`src/design/qte_pkg.sv`:
```
// ----------------------------------------------------------------------------
// qte_pkg
// Shared widths, codes, tables and helpers for the quaternion to Euler block.
// ----------------------------------------------------------------------------
`default_nettype none

package qte_pkg;

    localparam int ANGLE_FRAC_BITS = 8;
    localparam int CORDIC_STEPS    = 16;
    localparam int TAB_LEN         = 24;
    localparam int NSTEPS          = (CORDIC_STEPS < TAB_LEN) ? CORDIC_STEPS : TAB_LEN;
    localparam int STEP_W          = 5;

    localparam int ANGLE_W = 17;
    localparam int QW      = 32;
    localparam int PW      = 2 * QW + 1;
    localparam int QPW     = PW - 30;
    localparam int MCNT_W  = $clog2(QW);

    localparam int SQ_W     = 62;
    localparam int ROOT_W   = 31;
    localparam int REM_W    = 34;
    localparam int SQ_STEPS = SQ_W / 2;
    localparam int SQCNT_W  = $clog2(SQ_STEPS);

    localparam int CW     = 40;
    localparam int AW     = 36;
    localparam int MW     = AW - 21 + ANGLE_FRAC_BITS;
    localparam int DW     = MW + 1;
    localparam int DCNT_W = $clog2(MW);
    localparam int VW     = DW + 1;

    localparam logic signed [AW-1:0] PI_Q32 = AW'(64'sd13493037705);
    localparam logic signed [VW-1:0] FULL_V = VW'(360 << ANGLE_FRAC_BITS);
    localparam logic signed [VW-1:0] HALF_V = VW'(180 << ANGLE_FRAC_BITS);

    localparam int ADDR_W = 4;
    localparam logic [1:0] REG_PITCH_RATE = 2'd0;
    localparam logic [1:0] REG_ROLL_RATE  = 2'd1;
    localparam logic [1:0] REG_YAW_RATE   = 2'd2;

    localparam int NPROD = 10;
    localparam int PIDX_W = 4;
    localparam int P_WY = 0;
    localparam int P_XZ = 1;
    localparam int P_YZ = 2;
    localparam int P_WX = 3;
    localparam int P_XX = 4;
    localparam int P_YY = 5;
    localparam int P_XY = 6;
    localparam int P_WZ = 7;
    localparam int P_WW = 8;
    localparam int P_ZZ = 9;

    localparam logic [1:0] J_PITCH = 2'd0;
    localparam logic [1:0] J_ROLL  = 2'd1;
    localparam logic [1:0] J_YAW   = 2'd2;

    typedef enum logic [1:0] {
        COMP_W,
        COMP_X,
        COMP_Y,
        COMP_Z
    } comp_t;

    typedef struct packed {
        comp_t a;
        comp_t b;
    } prod_sel_t;

    typedef struct packed {
        logic signed [CW-1:0] n;
        logic signed [CW-1:0] d;
    } cord_op_t;

    typedef enum logic [2:0] {
        TS_IDLE,
        TS_MUL,
        TS_SQMUL,
        TS_SQRT,
        TS_CORD,
        TS_OUT
    } top_state_t;

    typedef enum logic [1:0] {
        CS_IDLE,
        CS_ITER,
        CS_SCALE,
        CS_DIV
    } cord_state_t;

    function automatic prod_sel_t prod_sel(input logic [PIDX_W-1:0] idx);
        prod_sel_t r;
        case (idx)
            PIDX_W'(P_WY): r = '{COMP_W, COMP_Y};
            PIDX_W'(P_XZ): r = '{COMP_X, COMP_Z};
            PIDX_W'(P_YZ): r = '{COMP_Y, COMP_Z};
            PIDX_W'(P_WX): r = '{COMP_W, COMP_X};
            PIDX_W'(P_XX): r = '{COMP_X, COMP_X};
            PIDX_W'(P_YY): r = '{COMP_Y, COMP_Y};
            PIDX_W'(P_XY): r = '{COMP_X, COMP_Y};
            PIDX_W'(P_WZ): r = '{COMP_W, COMP_Z};
            PIDX_W'(P_WW): r = '{COMP_W, COMP_W};
            PIDX_W'(P_ZZ): r = '{COMP_Z, COMP_Z};
            default:       r = '{COMP_W, COMP_W};
        endcase
        return r;
    endfunction

    function automatic logic [31:0] atan_tab(input logic [STEP_W-1:0] i);
        logic [31:0] r;
        case (i)
            5'd0:    r = 32'd3373259426;
            5'd1:    r = 32'd1991351317;
            5'd2:    r = 32'd1052175346;
            5'd3:    r = 32'd534100635;
            5'd4:    r = 32'd268086748;
            5'd5:    r = 32'd134174063;
            5'd6:    r = 32'd67103403;
            5'd7:    r = 32'd33553749;
            5'd8:    r = 32'd16777131;
            5'd9:    r = 32'd8388597;
            5'd10:   r = 32'd4194303;
            5'd11:   r = 32'd2097152;
            5'd12:   r = 32'd1048576;
            5'd13:   r = 32'd524288;
            5'd14:   r = 32'd262144;
            5'd15:   r = 32'd131072;
            5'd16:   r = 32'd65536;
            5'd17:   r = 32'd32768;
            5'd18:   r = 32'd16384;
            5'd19:   r = 32'd8192;
            5'd20:   r = 32'd4096;
            5'd21:   r = 32'd2048;
            5'd22:   r = 32'd1024;
            5'd23:   r = 32'd512;
            default: r = 32'd0;
        endcase
        return r;
    endfunction

    function automatic logic signed [ANGLE_W-1:0] wrap_angle(input logic signed [VW-1:0] v);
        logic signed [VW-1:0] r;
        r = v;
        if (r < 0) r = r + FULL_V;
        if (r < 0) r = r + FULL_V;
        if (r >= FULL_V) r = r - FULL_V;
        if (r >= FULL_V) r = r - FULL_V;
        if (r > HALF_V) r = r - FULL_V;
        return r[ANGLE_W-1:0];
    endfunction

endpackage

`default_nettype wire

```
`src/design/quaternion_to_euler_with_offsets.sv`:
```
// ----------------------------------------------------------------------------
// quaternion_to_euler_with_offsets
// Q30 quaternion to pitch, roll and yaw in 1/256 degree, with drifting
// per-axis offsets.
// ----------------------------------------------------------------------------
// A sample transfer (tuser 0) passes through the states MUL, SQMUL, SQRT,
// CORD and OUT. Eleven products run on a bit-serial multiplier, ten in MUL
// and the square of s in SQMUL, and the square root follows. Three CORDIC
// passes come next, each with 16 rotations, a scaling step and a 23-step
// divide by ten. OUT loads the output register. A tick transfer (tuser 1)
// is absorbed in the idle state and gives no result. One sample is in work
// at a time, so no new sample is accepted until the last one has left OUT.
// A finished result sits in the output register while the next sample is
// accepted. Angles are wrapped into (-180, 180] degrees.
`default_nettype none

module quaternion_to_euler_with_offsets (
    input  wire logic                         aclk,
    input  wire logic                         aresetn,
    input  wire logic                         s_tvalid,
    output logic                              s_tready,
    // quat_w, quat_x, quat_y, quat_z
    input  wire logic [127:0]                 s_tdata,
    // action
    input  wire logic                         s_tuser,
    output logic                              m_tvalid,
    input  wire logic                         m_tready,
    // pitch_angle, roll_angle, yaw_angle, zero fill
    output logic [55:0]                       m_tdata,
    input  wire logic                         psel,
    input  wire logic                         penable,
    input  wire logic                         pwrite,
    input  wire logic [qte_pkg::ADDR_W-1:0]   paddr,
    input  wire logic [31:0]                  pwdata,
    output logic [31:0]                       prdata,
    output logic                              pready
);

    qte_pkg::top_state_t               state_reg;
    qte_pkg::top_state_t               state_next;

    logic signed [qte_pkg::ANGLE_W-1:0] pitch_rate_reg, roll_rate_reg, yaw_rate_reg;
    logic signed [qte_pkg::ANGLE_W-1:0] pitch_off_reg, roll_off_reg, yaw_off_reg;
    logic signed [qte_pkg::ANGLE_W-1:0] pitch_ang_reg, roll_ang_reg, yaw_ang_reg;
    logic signed [qte_pkg::QW-1:0]     w_reg, x_reg, y_reg, z_reg;
    logic signed [qte_pkg::QPW-1:0]    p_reg [qte_pkg::NPROD];
    logic [qte_pkg::PIDX_W-1:0]        idx_reg;
    logic signed [qte_pkg::QW-1:0]     s_reg;
    logic [qte_pkg::ROOT_W-1:0]        c_reg;
    logic [1:0]                        job_reg;
    logic                              mul_go_reg, sqrt_go_reg, cord_go_reg;
    logic                              m_tvalid_reg;
    logic [55:0]                       m_tdata_reg;

    logic                              accept, wr, out_free;
    qte_pkg::prod_sel_t                sel;
    logic signed [qte_pkg::QW-1:0]     op_a, op_b;
    logic                              mul_done;
    logic signed [qte_pkg::PW-1:0]     mul_prod;
    logic                              sqrt_done;
    logic [qte_pkg::ROOT_W-1:0]        sqrt_root;
    logic [qte_pkg::SQ_W-1:0]          sq_in;
    qte_pkg::cord_op_t                 cop;
    logic                              cord_done;
    logic signed [qte_pkg::DW-1:0]     cord_deg;
    logic signed [qte_pkg::CW-1:0]     s_full;
    logic signed [qte_pkg::QW-1:0]     s_clamp;
    logic signed [qte_pkg::ANGLE_W-1:0] off_sel;
    logic signed [qte_pkg::ANGLE_W-1:0] ang_new;

    function automatic logic signed [qte_pkg::QW-1:0] comp_val(
        input qte_pkg::comp_t c,
        input logic signed [qte_pkg::QW-1:0] w,
        input logic signed [qte_pkg::QW-1:0] x,
        input logic signed [qte_pkg::QW-1:0] y,
        input logic signed [qte_pkg::QW-1:0] z
    );
        logic signed [qte_pkg::QW-1:0] r;
        case (c)
            qte_pkg::COMP_W: r = w;
            qte_pkg::COMP_X: r = x;
            qte_pkg::COMP_Y: r = y;
            qte_pkg::COMP_Z: r = z;
            default:         r = w;
        endcase
        return r;
    endfunction

    assign pready   = 1'b1;
    assign wr       = psel && penable && pwrite;
    assign s_tready = (state_reg == qte_pkg::TS_IDLE);
    assign accept   = s_tvalid && s_tready;
    assign out_free = !m_tvalid_reg || m_tready;
    assign m_tvalid = m_tvalid_reg;
    assign m_tdata  = m_tdata_reg;

    always_comb begin
        case (paddr[3:2])
            qte_pkg::REG_PITCH_RATE: prdata = 32'($unsigned(pitch_rate_reg));
            qte_pkg::REG_ROLL_RATE:  prdata = 32'($unsigned(roll_rate_reg));
            qte_pkg::REG_YAW_RATE:   prdata = 32'($unsigned(yaw_rate_reg));
            default:                 prdata = '0;
        endcase
    end

    always_ff @(posedge aclk) begin
        if (!aresetn) begin
            pitch_rate_reg <= '0;
            roll_rate_reg  <= '0;
            yaw_rate_reg   <= '0;
        end else if (wr) begin
            case (paddr[3:2])
                qte_pkg::REG_PITCH_RATE: pitch_rate_reg <= pwdata[qte_pkg::ANGLE_W-1:0];
                qte_pkg::REG_ROLL_RATE:  roll_rate_reg  <= pwdata[qte_pkg::ANGLE_W-1:0];
                qte_pkg::REG_YAW_RATE:   yaw_rate_reg   <= pwdata[qte_pkg::ANGLE_W-1:0];
                default: begin
                end
            endcase
        end
    end

    always_comb begin
        sel  = qte_pkg::prod_sel(idx_reg);
        op_a = (state_reg == qte_pkg::TS_SQMUL) ? s_reg
             : comp_val(sel.a, w_reg, x_reg, y_reg, z_reg);
        op_b = (state_reg == qte_pkg::TS_SQMUL) ? s_reg
             : comp_val(sel.b, w_reg, x_reg, y_reg, z_reg);
        sq_in = (qte_pkg::SQ_W'(1) << 60) - {1'b0, mul_prod[60:0]};

        s_full = (qte_pkg::CW'(p_reg[qte_pkg::P_WY]) - qte_pkg::CW'(p_reg[qte_pkg::P_XZ])) <<< 1;
        if (s_full > qte_pkg::CW'(64'sd1073741824))
            s_clamp = qte_pkg::QW'(64'sd1073741824);
        else if (s_full < -qte_pkg::CW'(64'sd1073741824))
            s_clamp = -qte_pkg::QW'(64'sd1073741824);
        else
            s_clamp = s_full[qte_pkg::QW-1:0];

        case (job_reg)
            qte_pkg::J_PITCH: begin
                cop.n = qte_pkg::CW'(s_reg);
                cop.d = qte_pkg::CW'({1'b0, c_reg});
                off_sel = pitch_off_reg;
            end
            qte_pkg::J_ROLL: begin
                cop.n = (qte_pkg::CW'(p_reg[qte_pkg::P_YZ]) + qte_pkg::CW'(p_reg[qte_pkg::P_WX])) <<< 1;
                cop.d = qte_pkg::CW'(64'sd1073741824)
                      - ((qte_pkg::CW'(p_reg[qte_pkg::P_XX]) + qte_pkg::CW'(p_reg[qte_pkg::P_YY])) <<< 1);
                off_sel = roll_off_reg;
            end
            default: begin
                cop.n = (qte_pkg::CW'(p_reg[qte_pkg::P_XY]) + qte_pkg::CW'(p_reg[qte_pkg::P_WZ])) <<< 1;
                cop.d = qte_pkg::CW'(p_reg[qte_pkg::P_WW]) + qte_pkg::CW'(p_reg[qte_pkg::P_XX])
                      - qte_pkg::CW'(p_reg[qte_pkg::P_YY]) - qte_pkg::CW'(p_reg[qte_pkg::P_ZZ]);
                off_sel = yaw_off_reg;
            end
        endcase
        ang_new = qte_pkg::wrap_angle(qte_pkg::VW'(cord_deg) + qte_pkg::VW'(off_sel));
    end

    always_comb begin
        state_next = state_reg;
        case (state_reg)
            qte_pkg::TS_IDLE: begin
                if (accept && !s_tuser) state_next = qte_pkg::TS_MUL;
            end
            qte_pkg::TS_MUL: begin
                if (mul_done && idx_reg == qte_pkg::PIDX_W'(qte_pkg::NPROD - 1))
                    state_next = qte_pkg::TS_SQMUL;
            end
            qte_pkg::TS_SQMUL: begin
                if (mul_done) state_next = qte_pkg::TS_SQRT;
            end
            qte_pkg::TS_SQRT: begin
                if (sqrt_done) state_next = qte_pkg::TS_CORD;
            end
            qte_pkg::TS_CORD: begin
                if (cord_done && job_reg == qte_pkg::J_YAW) state_next = qte_pkg::TS_OUT;
            end
            qte_pkg::TS_OUT: begin
                if (out_free) state_next = qte_pkg::TS_IDLE;
            end
            default: state_next = qte_pkg::TS_IDLE;
        endcase
    end

    always_ff @(posedge aclk) begin
        if (!aresetn) begin
            state_reg     <= qte_pkg::TS_IDLE;
            mul_go_reg    <= 1'b0;
            sqrt_go_reg   <= 1'b0;
            cord_go_reg   <= 1'b0;
            m_tvalid_reg  <= 1'b0;
            pitch_off_reg <= '0;
            roll_off_reg  <= '0;
            yaw_off_reg   <= '0;
            idx_reg       <= '0;
            job_reg       <= qte_pkg::J_PITCH;
        end else begin
            state_reg   <= state_next;
            mul_go_reg  <= 1'b0;
            sqrt_go_reg <= 1'b0;
            cord_go_reg <= 1'b0;
            if (m_tvalid_reg && m_tready) m_tvalid_reg <= 1'b0;
            case (state_reg)
                qte_pkg::TS_IDLE: begin
                    if (accept && s_tuser) begin
                        pitch_off_reg <= qte_pkg::wrap_angle(
                            qte_pkg::VW'(pitch_off_reg) + qte_pkg::VW'(pitch_rate_reg));
                        roll_off_reg  <= qte_pkg::wrap_angle(
                            qte_pkg::VW'(roll_off_reg) + qte_pkg::VW'(roll_rate_reg));
                        yaw_off_reg   <= qte_pkg::wrap_angle(
                            qte_pkg::VW'(yaw_off_reg) + qte_pkg::VW'(yaw_rate_reg));
                    end else if (accept) begin
                        idx_reg    <= '0;
                        mul_go_reg <= 1'b1;
                    end
                end
                qte_pkg::TS_MUL: begin
                    if (mul_done) begin
                        idx_reg    <= idx_reg + 1'b1;
                        mul_go_reg <= 1'b1;
                    end
                end
                qte_pkg::TS_SQMUL: begin
                    if (mul_done) sqrt_go_reg <= 1'b1;
                end
                qte_pkg::TS_SQRT: begin
                    if (sqrt_done) begin
                        job_reg     <= qte_pkg::J_PITCH;
                        cord_go_reg <= 1'b1;
                    end
                end
                qte_pkg::TS_CORD: begin
                    if (cord_done && job_reg != qte_pkg::J_YAW) begin
                        job_reg     <= job_reg + 1'b1;
                        cord_go_reg <= 1'b1;
                    end
                end
                qte_pkg::TS_OUT: begin
                    if (out_free) m_tvalid_reg <= 1'b1;
                end
                default: begin
                end
            endcase
        end
    end

    always_ff @(posedge aclk) begin
        if (accept && !s_tuser) begin
            w_reg <= s_tdata[31:0];
            x_reg <= s_tdata[63:32];
            y_reg <= s_tdata[95:64];
            z_reg <= s_tdata[127:96];
        end
        if (state_reg == qte_pkg::TS_MUL && mul_done) begin
            p_reg[idx_reg] <= mul_prod[qte_pkg::PW-1:30];
            if (idx_reg == qte_pkg::PIDX_W'(qte_pkg::NPROD - 1)) s_reg <= s_clamp;
        end
        if (state_reg == qte_pkg::TS_SQRT && sqrt_done) c_reg <= sqrt_root;
        if (state_reg == qte_pkg::TS_CORD && cord_done) begin
            case (job_reg)
                qte_pkg::J_PITCH: pitch_ang_reg <= ang_new;
                qte_pkg::J_ROLL:  roll_ang_reg  <= ang_new;
                default:          yaw_ang_reg   <= ang_new;
            endcase
        end
        if (state_reg == qte_pkg::TS_OUT && out_free)
            m_tdata_reg <= {5'b0, yaw_ang_reg, roll_ang_reg, pitch_ang_reg};
    end

    qte_mul u_mul (
        .aclk    (aclk),
        .aresetn (aresetn),
        .start   (mul_go_reg),
        .a       (op_a),
        .b       (op_b),
        .done    (mul_done),
        .prod    (mul_prod)
    );

    qte_sqrt u_sqrt (
        .aclk    (aclk),
        .aresetn (aresetn),
        .start   (sqrt_go_reg),
        .v       (sq_in),
        .done    (sqrt_done),
        .root    (sqrt_root)
    );

    qte_cordic u_cordic (
        .aclk    (aclk),
        .aresetn (aresetn),
        .start   (cord_go_reg),
        .op      (cop),
        .done    (cord_done),
        .deg     (cord_deg)
    );

endmodule

`default_nettype wire

```
`src/design/qte_mul.sv`:
```
// ----------------------------------------------------------------------------
// qte_mul
// Bit-serial signed multiplier, one multiplier bit per cycle.
// ----------------------------------------------------------------------------
`default_nettype none

module qte_mul (
    input  wire logic                              aclk,
    input  wire logic                              aresetn,
    input  wire logic                              start,
    input  wire logic signed [qte_pkg::QW-1:0]     a,
    input  wire logic signed [qte_pkg::QW-1:0]     b,
    output logic                                   done,
    output logic signed [qte_pkg::PW-1:0]          prod
);

    logic                              busy_reg;
    logic                              done_reg;
    logic [qte_pkg::MCNT_W-1:0]        cnt_reg;
    logic signed [qte_pkg::QW-1:0]     a_reg;
    logic [qte_pkg::QW-1:0]            b_reg;
    logic signed [qte_pkg::QW:0]       hi_reg;
    logic [qte_pkg::QW-1:0]            lo_reg;

    logic signed [qte_pkg::QW+1:0]     addend;
    logic signed [qte_pkg::QW+1:0]     sum_next;
    logic                              last;

    always_comb begin
        last     = (cnt_reg == qte_pkg::MCNT_W'(qte_pkg::QW - 1));
        addend   = b_reg[0] ? (qte_pkg::QW+2)'(a_reg) : '0;
        sum_next = last ? ((qte_pkg::QW+2)'(hi_reg) - addend)
                        : ((qte_pkg::QW+2)'(hi_reg) + addend);
    end

    always_ff @(posedge aclk) begin
        if (!aresetn) begin
            busy_reg <= 1'b0;
            done_reg <= 1'b0;
            cnt_reg  <= '0;
        end else begin
            done_reg <= 1'b0;
            if (start) begin
                busy_reg <= 1'b1;
                cnt_reg  <= '0;
            end else if (busy_reg) begin
                cnt_reg <= cnt_reg + 1'b1;
                if (last) begin
                    busy_reg <= 1'b0;
                    done_reg <= 1'b1;
                end
            end
        end
    end

    always_ff @(posedge aclk) begin
        if (start) begin
            a_reg  <= a;
            b_reg  <= b;
            hi_reg <= '0;
            lo_reg <= '0;
        end else if (busy_reg) begin
            hi_reg <= sum_next[qte_pkg::QW+1:1];
            lo_reg <= {sum_next[0], lo_reg[qte_pkg::QW-1:1]};
            b_reg  <= b_reg >> 1;
        end
    end

    assign done = done_reg;
    assign prod = {hi_reg, lo_reg};

endmodule

`default_nettype wire

```
`src/design/qte_sqrt.sv`:
```
// ----------------------------------------------------------------------------
// qte_sqrt
// Digit-by-digit integer square root, one result bit per cycle.
// ----------------------------------------------------------------------------
`default_nettype none

module qte_sqrt (
    input  wire logic                              aclk,
    input  wire logic                              aresetn,
    input  wire logic                              start,
    input  wire logic [qte_pkg::SQ_W-1:0]          v,
    output logic                                   done,
    output logic [qte_pkg::ROOT_W-1:0]             root
);

    logic                              busy_reg;
    logic                              done_reg;
    logic [qte_pkg::SQCNT_W-1:0]       cnt_reg;
    logic [qte_pkg::SQ_W-1:0]          v_reg;
    logic [qte_pkg::ROOT_W-1:0]        root_reg;
    logic [qte_pkg::REM_W-1:0]         rem_reg;

    logic [qte_pkg::REM_W-1:0]         rem_sh;
    logic [qte_pkg::REM_W-1:0]         trial;
    logic                              ge;

    always_comb begin
        rem_sh = {rem_reg[qte_pkg::REM_W-3:0], v_reg[qte_pkg::SQ_W-1 -: 2]};
        trial  = {1'b0, root_reg, 2'b01};
        ge     = (rem_sh >= trial);
    end

    always_ff @(posedge aclk) begin
        if (!aresetn) begin
            busy_reg <= 1'b0;
            done_reg <= 1'b0;
            cnt_reg  <= '0;
        end else begin
            done_reg <= 1'b0;
            if (start) begin
                busy_reg <= 1'b1;
                cnt_reg  <= '0;
            end else if (busy_reg) begin
                cnt_reg <= cnt_reg + 1'b1;
                if (cnt_reg == qte_pkg::SQCNT_W'(qte_pkg::SQ_STEPS - 1)) begin
                    busy_reg <= 1'b0;
                    done_reg <= 1'b1;
                end
            end
        end
    end

    always_ff @(posedge aclk) begin
        if (start) begin
            v_reg    <= v;
            root_reg <= '0;
            rem_reg  <= '0;
        end else if (busy_reg) begin
            v_reg <= v_reg << 2;
            if (ge) begin
                rem_reg  <= rem_sh - trial;
                root_reg <= {root_reg[qte_pkg::ROOT_W-2:0], 1'b1};
            end else begin
                rem_reg  <= rem_sh;
                root_reg <= {root_reg[qte_pkg::ROOT_W-2:0], 1'b0};
            end
        end
    end

    assign done = done_reg;
    assign root = root_reg;

endmodule

`default_nettype wire

```
`src/design/qte_cordic.sv`:
```
// ----------------------------------------------------------------------------
// qte_cordic
// Vectoring CORDIC for atan2, one rotation per cycle, then scaling to
// degrees with a bit-serial divide by ten.
// ----------------------------------------------------------------------------
`default_nettype none

module qte_cordic (
    input  wire logic                              aclk,
    input  wire logic                              aresetn,
    input  wire logic                              start,
    input  wire qte_pkg::cord_op_t                 op,
    output logic                                   done,
    output logic signed [qte_pkg::DW-1:0]          deg
);

    qte_pkg::cord_state_t              state_reg;
    qte_pkg::cord_state_t              state_next;
    logic                              done_reg;
    logic signed [qte_pkg::CW-1:0]     n_reg;
    logic signed [qte_pkg::CW-1:0]     d_reg;
    logic signed [qte_pkg::AW-1:0]     acc_reg;
    logic [qte_pkg::STEP_W-1:0]        i_reg;
    logic [qte_pkg::DCNT_W-1:0]        cnt_reg;
    logic [qte_pkg::MW-1:0]            m_reg;
    logic [qte_pkg::MW-1:0]            quo_reg;
    logic [3:0]                        rem_reg;
    logic                              neg_reg;

    logic signed [qte_pkg::CW-1:0]     n_sh;
    logic signed [qte_pkg::CW-1:0]     d_sh;
    logic signed [qte_pkg::AW-1:0]     tab;
    logic [qte_pkg::AW-1:0]            mag;
    logic [qte_pkg::AW+9:0]            mag573;
    logic [qte_pkg::MW-1:0]            m_next;
    logic [4:0]                        t;
    logic                              ge;
    logic                              zero_in;
    logic                              last_iter;
    logic                              last_div;

    always_comb begin
        n_sh      = n_reg >>> i_reg;
        d_sh      = d_reg >>> i_reg;
        tab       = qte_pkg::AW'(qte_pkg::atan_tab(i_reg));
        mag       = acc_reg[qte_pkg::AW-1] ? qte_pkg::AW'(-acc_reg) : qte_pkg::AW'(acc_reg);
        mag573    = ((qte_pkg::AW+10)'(mag) << 9) + ((qte_pkg::AW+10)'(mag) << 6)
                  - ((qte_pkg::AW+10)'(mag) << 1) - (qte_pkg::AW+10)'(mag);
        m_next    = qte_pkg::MW'(mag573[qte_pkg::AW+9:32-qte_pkg::ANGLE_FRAC_BITS])
                  + qte_pkg::MW'(5);
        t         = {rem_reg, m_reg[qte_pkg::MW-1]};
        ge        = (t >= 5'd10);
        zero_in   = (op.n == '0) && (op.d == '0);
        last_iter = (i_reg == qte_pkg::STEP_W'(qte_pkg::NSTEPS - 1));
        last_div  = (cnt_reg == qte_pkg::DCNT_W'(qte_pkg::MW - 1));
    end

    always_comb begin
        state_next = state_reg;
        case (state_reg)
            qte_pkg::CS_IDLE: begin
                if (start) state_next = zero_in ? qte_pkg::CS_SCALE : qte_pkg::CS_ITER;
            end
            qte_pkg::CS_ITER: begin
                if (last_iter) state_next = qte_pkg::CS_SCALE;
            end
            qte_pkg::CS_SCALE: state_next = qte_pkg::CS_DIV;
            qte_pkg::CS_DIV: begin
                if (last_div) state_next = qte_pkg::CS_IDLE;
            end
            default: state_next = qte_pkg::CS_IDLE;
        endcase
    end

    always_ff @(posedge aclk) begin
        if (!aresetn) begin
            state_reg <= qte_pkg::CS_IDLE;
            done_reg  <= 1'b0;
        end else begin
            state_reg <= state_next;
            done_reg  <= (state_reg == qte_pkg::CS_DIV) && last_div;
        end
    end

    always_ff @(posedge aclk) begin
        case (state_reg)
            qte_pkg::CS_IDLE: begin
                i_reg <= '0;
                if (zero_in) begin
                    acc_reg <= '0;
                    n_reg   <= op.n;
                    d_reg   <= op.d;
                end else if (op.d < 0) begin
                    acc_reg <= (op.n >= 0) ? qte_pkg::PI_Q32 : -qte_pkg::PI_Q32;
                    n_reg   <= -op.n;
                    d_reg   <= -op.d;
                end else begin
                    acc_reg <= '0;
                    n_reg   <= op.n;
                    d_reg   <= op.d;
                end
            end
            qte_pkg::CS_ITER: begin
                i_reg <= i_reg + 1'b1;
                if (n_reg >= 0) begin
                    d_reg   <= d_reg + n_sh;
                    n_reg   <= n_reg - d_sh;
                    acc_reg <= acc_reg + tab;
                end else begin
                    d_reg   <= d_reg - n_sh;
                    n_reg   <= n_reg + d_sh;
                    acc_reg <= acc_reg - tab;
                end
            end
            qte_pkg::CS_SCALE: begin
                m_reg   <= m_next;
                neg_reg <= acc_reg[qte_pkg::AW-1];
                rem_reg <= '0;
                quo_reg <= '0;
                cnt_reg <= '0;
            end
            qte_pkg::CS_DIV: begin
                m_reg   <= m_reg << 1;
                quo_reg <= {quo_reg[qte_pkg::MW-2:0], ge};
                rem_reg <= ge ? 4'(t - 5'd10) : t[3:0];
                cnt_reg <= cnt_reg + 1'b1;
            end
            default: begin
                i_reg <= '0;
            end
        endcase
    end

    assign done = done_reg;
    assign deg  = neg_reg ? -$signed({1'b0, quo_reg}) : $signed({1'b0, quo_reg});

endmodule

`default_nettype wire

```
`config.mk`:
```
export PLATFORM = sky130hd
export DESIGN_NAME = quaternion_to_euler_with_offsets
export DESIGN_NICKNAME = d
export VERILOG_FILES = /design/src/design/qte_pkg.sv /design/src/design/quaternion_to_euler_with_offsets.sv /design/src/design/qte_mul.sv /design/src/design/qte_sqrt.sv /design/src/design/qte_cordic.sv
export SDC_FILE = /design/constraint.sdc
export NUM_CORES = 2
export LEC_CHECK = 0
export BUFFER_PORTS_ARGS = -buffer_cell sky130_fd_sc_hd__clkbuf_2
export CAP_MARGIN = 5
export CORE_MARGIN = 2
export CORE_UTILIZATION = 64
export CTS_CLUSTER_SIZE = 24
export DETAILED_ROUTE_END_ITERATION = 10
export PLACE_DENSITY = 0.8
export SKIP_LAST_GASP = 1
export SLEW_MARGIN = 10
export SYNTH_ARGS = -nofsm -noshare
export SYNTH_HDL_FRONTEND = slang
export SYNTH_SLANG_ARGS = --single-unit
```
`constraint.sdc`:
```
create_clock -name aclk -period 17.75 [get_ports aclk]
set_input_delay 0 -clock aclk [delete_from_list [all_inputs] [get_ports aclk]]
set_output_delay 0 -clock aclk [all_outputs]
set_load 0.05 [all_outputs]
```
# Word level (Yosys, flattened, before mapping)
# Memory sizes are Yosys's and may differ from the RTL's. A register that Yosys moved wholly into a read port is not among the register bits.
# Index checks and enable logic that the tools add are counted.
[classes]
n_addsub = 57
n_eq_ne = 37
magnitude_cmp = 27
shifts = 2
n_mux = 135
n_reduce_logical = 51
bitwise_logic = 4
[ops]
columns = ["cell", "n"]
rows = [
  ["25-bit 2-to-1 mux", 52],
  ["32-bit one-hot mux with 4 select lines", 2],
  ["40-bit 2-to-1 mux", 6],
  ["25-bit by 18-bit greater-or-equal comparator with 1-bit output, second input constant", 8],
  ["25-bit by 18-bit subtractor with 25-bit output, second input constant", 8],
  ["32-bit 2-to-1 mux", 6],
  ["36-bit 2-to-1 mux", 5],
  ["40-bit one-hot mux with 2 select lines", 2],
  ["80-bit one-hot mux with 2 select lines", 1],
  ["35-bit by 35-bit adder with 36-bit output", 4],
  ["25-bit by 18-bit adder with 25-bit output, second input constant", 5],
  ["25-bit by 1-bit less-than comparator with 1-bit output, second input constant", 5],
  ["62-bit 2-to-1 mux", 2],
  ["25-bit by 17-bit > comparator with 1-bit output, second input constant", 4],
  ["23-bit one-hot mux with 2 select lines", 2],
  ["40-bit adder", 2],
  ["40-bit by 1-bit greater-or-equal comparator with 1-bit output, second input constant", 2],
  ["40-bit zero test", 2],
  ["40-bit negator", 2],
  ["40-bit by 5-bit >>> shifter with 40-bit output", 2],
  ["40-bit subtractor", 2],
  ["36-bit one-hot mux with 2 select lines", 1],
  ["17-bit 2-to-1 mux", 4],
  ["34-bit 2-to-1 mux", 2],
  ["other kinds (67)", 182],
]
[word_totals]
romBits = 1088
in_bits = 172
wordCells = 364
n_memories = 3
ram_bits = 350
reg_bits = 856
[mem_list]
columns = ["memory", "words", "word_bits", "read_ports", "rd_ports_with_merged_regs", "write_ports", "line", "rtl"]
rows = [
  ["(no name shown)", 32, 32, 1, 1, 0, "qte_pkg.sv:113", "case (i)"],
  ["p_reg", 10, 35, 10, 0, 1, "quaternion_to_euler_with_offsets.sv:46", "logic signed [qte_pkg::QPW-1:0] p_reg [qte_pkg::NPROD];"],
  ["(no name shown)", 16, 4, 1, 1, 0, "qte_pkg.sv:95", "case (idx)"],
]

# Depth between registers and ports, before layout
[logic_depth]
ltp_word = 23
depth_mapped = 50

# Modules after synthesis
# From an unflattened synthesis, not the netlist that was laid out.
[unflattened]
cells_unflattened = 9711
hier_area_um2 = 93793.7
[modules_own_cells]
columns = ["module", "n_inst", "area_each_um2", "cells_each"]
rows = [
  ["quaternion_to_euler_with_offsets", 1, 49999.2, 4865],
  ["qte_cordic", 1, 29095.4, 3353],
  ["qte_mul", 1, 7526.0, 774],
  ["qte_sqrt", 1, 7173.1, 719],
]

# Worst setup path before layout
# Ideal clock, no wire load.
[synth_path]
kind = "reg2reg"
startpoint = "register state_reg[2]"
endpoint = "register, netlist name sel[0]"
required_time_ns = 17.614
t_arrival_ns = 14.173
setup_ns = 0.136
stages_incl_launch_ff = 11
n_path_buf = 2
slack_ns = 3.441
path_cell_list = "dfxtp_1 clkbuf_1 nor4_1 nand2b_1 clkbuf_1 nor2_1 inv_1 ha_1 nor2_1 a21oi_1 o22ai_1"
[synth_between]
elab_chain_cells = 7
word_cells_on_any_way = 12
classes_between = "eq/ne: 4; mux: 3; reduce/logical: 5"
[synth_lines]
columns = ["item", "line", "rtl"]
rows = [
  ["from (decl)", "quaternion_to_euler_with_offsets.sv:39", "qte_pkg::top_state_t state_reg;"],
  ["from (signal assigned)", "quaternion_to_euler_with_offsets.sv:188", "state_reg <= qte_pkg::TS_IDLE;"],
  ["from (signal assigned)", "quaternion_to_euler_with_offsets.sv:199", "state_reg <= state_next;"],
  ["3-bit zero test", "quaternion_to_euler_with_offsets.sv:91, quaternion_to_euler_with_offsets.sv:204", ""],
  ["1-bit logical AND", "quaternion_to_euler_with_offsets.sv:92", "assign accept = s_tvalid && s_tready;"],
  ["1-bit logical AND", "quaternion_to_euler_with_offsets.sv:206", "if (accept && s_tuser) begin"],
  ["2-bit != test (no source line)", "--", ""],
  ["4-bit AND reduction (no source line)", "--", ""],
  ["4-bit 2-to-1 mux (no source line) * (2 in series)", "--", ""],
]
# Every way passes the cells marked *; elsewhere a longest branch is shown, timed or not.
# A chain may end at the register's enable or synchronous reset.

# Worst setup path after layout
[layout_path]
startpoint = "register job_reg[1]"
endpoint = "register yaw_ang_reg[12] (netlist name) (data pin)"
[layout_between]
elab_chain_cells = 13
word_cells_on_any_way = 19
classes_between = "add/sub: 6; order compare: 5; eq/ne: 1; mux: 6; reduce/logical: 1"
[layout_lines]
columns = ["item", "line", "rtl"]
rows = [
  ["from (decl)", "quaternion_to_euler_with_offsets.sv:50", "logic [1:0] job_reg;"],
  ["from (signal assigned)", "quaternion_to_euler_with_offsets.sv:197", "job_reg <= qte_pkg::J_PITCH;"],
  ["from (signal assigned)", "quaternion_to_euler_with_offsets.sv:229", "job_reg <= qte_pkg::J_PITCH;"],
  ["from (signal assigned)", "quaternion_to_euler_with_offsets.sv:235", "job_reg <= job_reg + 1'b1;"],
  ["2-bit by 1-bit == test with 1-bit output or 2-bit zero test (tied branches)", "quaternion_to_euler_with_offsets.sv:138", "case (job_reg)"],
  ["17-bit one-hot mux with 2 select lines *", "quaternion_to_euler_with_offsets.sv:138", ""],
  ["24-bit by 17-bit adder with 25-bit output *", "quaternion_to_euler_with_offsets.sv:157", "ang_new = qte_pkg::wrap_angle(qte_pkg::VW'(cord_deg) + qte_pkg::VW'(off_sel));"],
  ["25-bit by 18-bit adder with 25-bit output or 25-bit by 1-bit less-than comparator with 1-bit output (tied branches)", "qte_pkg.sv:146", "if (r < 0) r = r + FULL_V;"],
  ["25-bit 2-to-1 mux *", "qte_pkg.sv:146", ""],
  ["25-bit by 18-bit adder with 25-bit output or 25-bit by 1-bit less-than comparator with 1-bit output (tied branches)", "qte_pkg.sv:147", "if (r < 0) r = r + FULL_V;"],
  ["25-bit 2-to-1 mux *", "qte_pkg.sv:147", ""],
  ["25-bit by 18-bit subtractor with 25-bit output or 25-bit by 18-bit greater-or-equal comparator with 1-bit output (tied branches)", "qte_pkg.sv:148", "if (r >= FULL_V) r = r - FULL_V;"],
  ["25-bit 2-to-1 mux *", "qte_pkg.sv:148", ""],
  ["25-bit by 18-bit subtractor with 25-bit output or 25-bit by 18-bit greater-or-equal comparator with 1-bit output (tied branches)", "qte_pkg.sv:149", "if (r >= FULL_V) r = r - FULL_V;"],
  ["25-bit 2-to-1 mux *", "qte_pkg.sv:149", ""],
  ["25-bit by 17-bit > comparator with 1-bit output or 17-bit subtractor (tied branches)", "qte_pkg.sv:150", "if (r > HALF_V) r = r - FULL_V;"],
  ["17-bit 2-to-1 mux *", "qte_pkg.sv:150", ""],
  ["named net ang_new (one bit)", "quaternion_to_euler_with_offsets.sv:69", "logic signed [qte_pkg::ANGLE_W-1:0] ang_new;"],
  ["to (signal assigned)", "quaternion_to_euler_with_offsets.sv:264", "default: yaw_ang_reg <= ang_new;"],
  ["to (decl)", "quaternion_to_euler_with_offsets.sv:44", "logic signed [qte_pkg::ANGLE_W-1:0] pitch_ang_reg, roll_ang_reg, yaw_ang_reg;"],
]
# Mark *: on every way through the listed nets, which the timed path passes. The rest lies on a longest branch.

==> results.yml <==
outcome:
  status: "complete, no violations"
sta:
  maxClockFrequency_mhz: 88.90
  period_needed_ns: 11.25
  setup_viol: 0
  clock_skew_ns: 0.07227
  slew_headroom_pct: 15.48
  slew_violations: 0
  rsz0062_at_grt: "false"
  worstMarginPinSlew_ns: 1.258
  worst_slack_ns: 6.502
  finalHoldViolations: 0
  finalSetupTns_ns: 0
  fin_crit_sh_pct: 63.37
min_path:
  hold_depth: 4
  min_path_type: "in -> reg"
worst_setup_path:
  cp.arrival_ns: 11.78
  reg2reg_depth: 41
  ff2ff_setup_slack_ns: 6.50
  max_stage_delay_ns: 0.83
  cp_max_fo: 22
  critPathLaunchType: "flip-flop"
  end_kind: "flip-flop"
  crit_type: "reg -> reg"
  crit_path_top_delay_cell: "xnor2_1"
  cp_common_cell: "inv_1"
  worstPathRequired_ns: 18.28
global_route:
  grt_max_degree: 107
  grt_pass1_wl_um: 395300
  grt_pass1_vias: 74230
  antenna_found_initial: 8
  grtUsageTotal_pct: 34.74
  grt_overflow: 0
layout:
  finalNetCount: 10560
  area_growth_pct: 11.51
  drive_gt1_share_pct: 9.669
  largest_reg_flops: 350
logic_synthesis:
  ys.flop_type: "edfxtp_1"
  synth_area_sq_mm: 0.08912
  synth-edff-count: 945
  synth.most_common_cell: "nand2_1"
  synth_seq_area_share_pct: 38.49
  ys_ff_latch: 1241
  synth.distinct_cells: 146
  synth.area.top_cells: "edfxtp_1 32%, ha_1 7.9%, dfxtp_1 6.6%"
  synthTopCellsByCount: "1094 x nand2_1, 945 x edfxtp_1, 786 x nor2_1"
  synthCells: 9287
  synth_top_area_share_pct: 31.84
  synth-async-reset-ratio_pct: 0
  avgSynthCellArea_sq_um: 9.596
  yosys_warnings: 0
  yosysTopAreaCell: "edfxtp_1"
clock_network:
  ctsResizeCount: 0
  worstSkewPairLatency_ns: 0.83
  cts.htree.levels: 4
  cts_tree: "yes"
  clockBufferDepth: 3
  root_buffer: "clkbuf_16"
  path_clk_slew_ns: 0.07
  numCtsBuffers: 135
  post-cts-setup-buffer-count: 0
  holdBufCountCts: 285
  cts.sinks: 1241
route:
  ant_nets: 0
  num_vias: 75030
  first_pass_iters: 9
  drtIter0Drc: 7656
  drt-total-wl_um: 251600
  wire_per_inst_um: 21.70
  drc_errors: 0
  routed_via_density: 6.472
floorplan:
  die_height_um: 377.2
  dieArea_sq_mm: 0.1423
  die_w_um: 377.2
  start_util_pct: 64.66
  core_area_sq_mm: 0.1378
  ios: 263
  rows: 136
power_and_ir_drop:
  powerDensity_mw_per_mm2: 192.1
  leakagePower_uw: 0.03914
  ir_drop_uv: 342.8
job:
  maxCapViolCount: 0
placed_design:
  place_ws_ns: 6.807
  gp_congestion: 0.9867
  port_buffers: 224
  hpwl_um: 168500
-- path summary, 6_finish.rpt --
| path | start | to |
|---|---|---|
| worst max-delay path | job_reg[1]$_SDFFE_PN0P_ | yaw_ang_reg[12]$_DFFE_PP_ |
| worst min-delay path | pwdata[5] | yaw_rate_reg[5]$_SDFFE_PN0P_ |
| worst max register to register | job_reg[1]$_SDFFE_PN0P_ | yaw_ang_reg[12]$_DFFE_PP_ |
| worst min register to register | roll_ang_reg[7]$_DFFE_PP_ | m_tdata[24]$_DFFE_PP_ |
-- report_power, final --
group | total [uW] | internal [uW] | switching, uW
Combinational | 11900 | 5010 | 6910
Sequential | 4180 | 3840 | 339
Clock | 3000 | 1690 | 1310
Total | 19100 | 10500 | 8550
-- area by class of cell --
class / count / area, sq um
repair buffers: 609 / 4725
fillers: 9637 / 38460
well taps: 1794 / 2245
multi-input cells: 7202 / 51580
diodes: 5 / 12.51
flip-flops and latches: 1241 / 34320
clock buffers: 177 / 3732
clock inverters: 73 / 913.4
inverters: 492 / 1851
-- stage by stage --
stage / total power, uW / util, % / instance area, sq um / std cells / hold slack, ns
floorplan: 13550 / - / 89190 / 9306 / 0.09887
global placement: 15460 / 66.64 / 91860 / 11050 / 0.1767
detailed placement: 15820 / 66.64 / 91860 / 11050 / 0.1786
CTS: 18880 / 72.09 / 99360 / 11590 / 0.004220
global route: 20710 / 72.10 / 99370 / 11590 / 0.04507
finish: 19090 / 72.10 / 99380 / 11590 / 0.04099
-- layer usage --
metal  global-route usage [%]  wire, um  part of all wire [%]  vias to the layer above
met5                        0        35                 0.014                        -
met4                    22.20     18310                   7.3                        6
met3                    5.830     19820                   7.9                     1114
met2                    57.77    118300                    47                     3799
met1                    41.90     95140                    38                    35540
li1                         -         -                     -                    34570
-- kinds of logic (layout without fill, tap and decap cells) --
kind of cell	count (synthesis)	count (layout)	share of synthesized area, %
AND/OR/NAND/NOR	3065	3065	16.15
other	2	26	0.008427
XOR/XNOR	793	793	7.852
flip-flops	1241	1241	38.49
adder cells (fa/ha/maj)	707	707	11.12
multiplexers	431	431	6.461
AO/OA/AOI/OAI	2185	2185	16.04
buffers and inverters	863	1351	3.880
-- worst max-delay path: cells and delay by family, from the launching register on --
family                     cells  cell delay, ns
xor gates and xnor gates       2            1.28
AOI/OAI and AO/OA             22            5.36
adders and majority gates      5            1.81
DFF                            1            0.32
buffers and inverters          6            1.05
muxes                          1            0.34
and+or+nand+nor                5            0.78
-- cells in the final DEF, fill, tap and decap left out, types with 229 or more instances in the layout --
master / n
xor2_1: 261
edfxtp_1: 945
a21oi_1: 559
dfxtp_1: 290
ha_1: 561
mux2i_1: 229
nor2_1: 780
o21ai_0: 508
dlygate4sd3_1: 285
nand2_1: 1093
inv_1: 485
xnor2_1: 528
No activity file was read; power rests on OpenSTA's default activity.
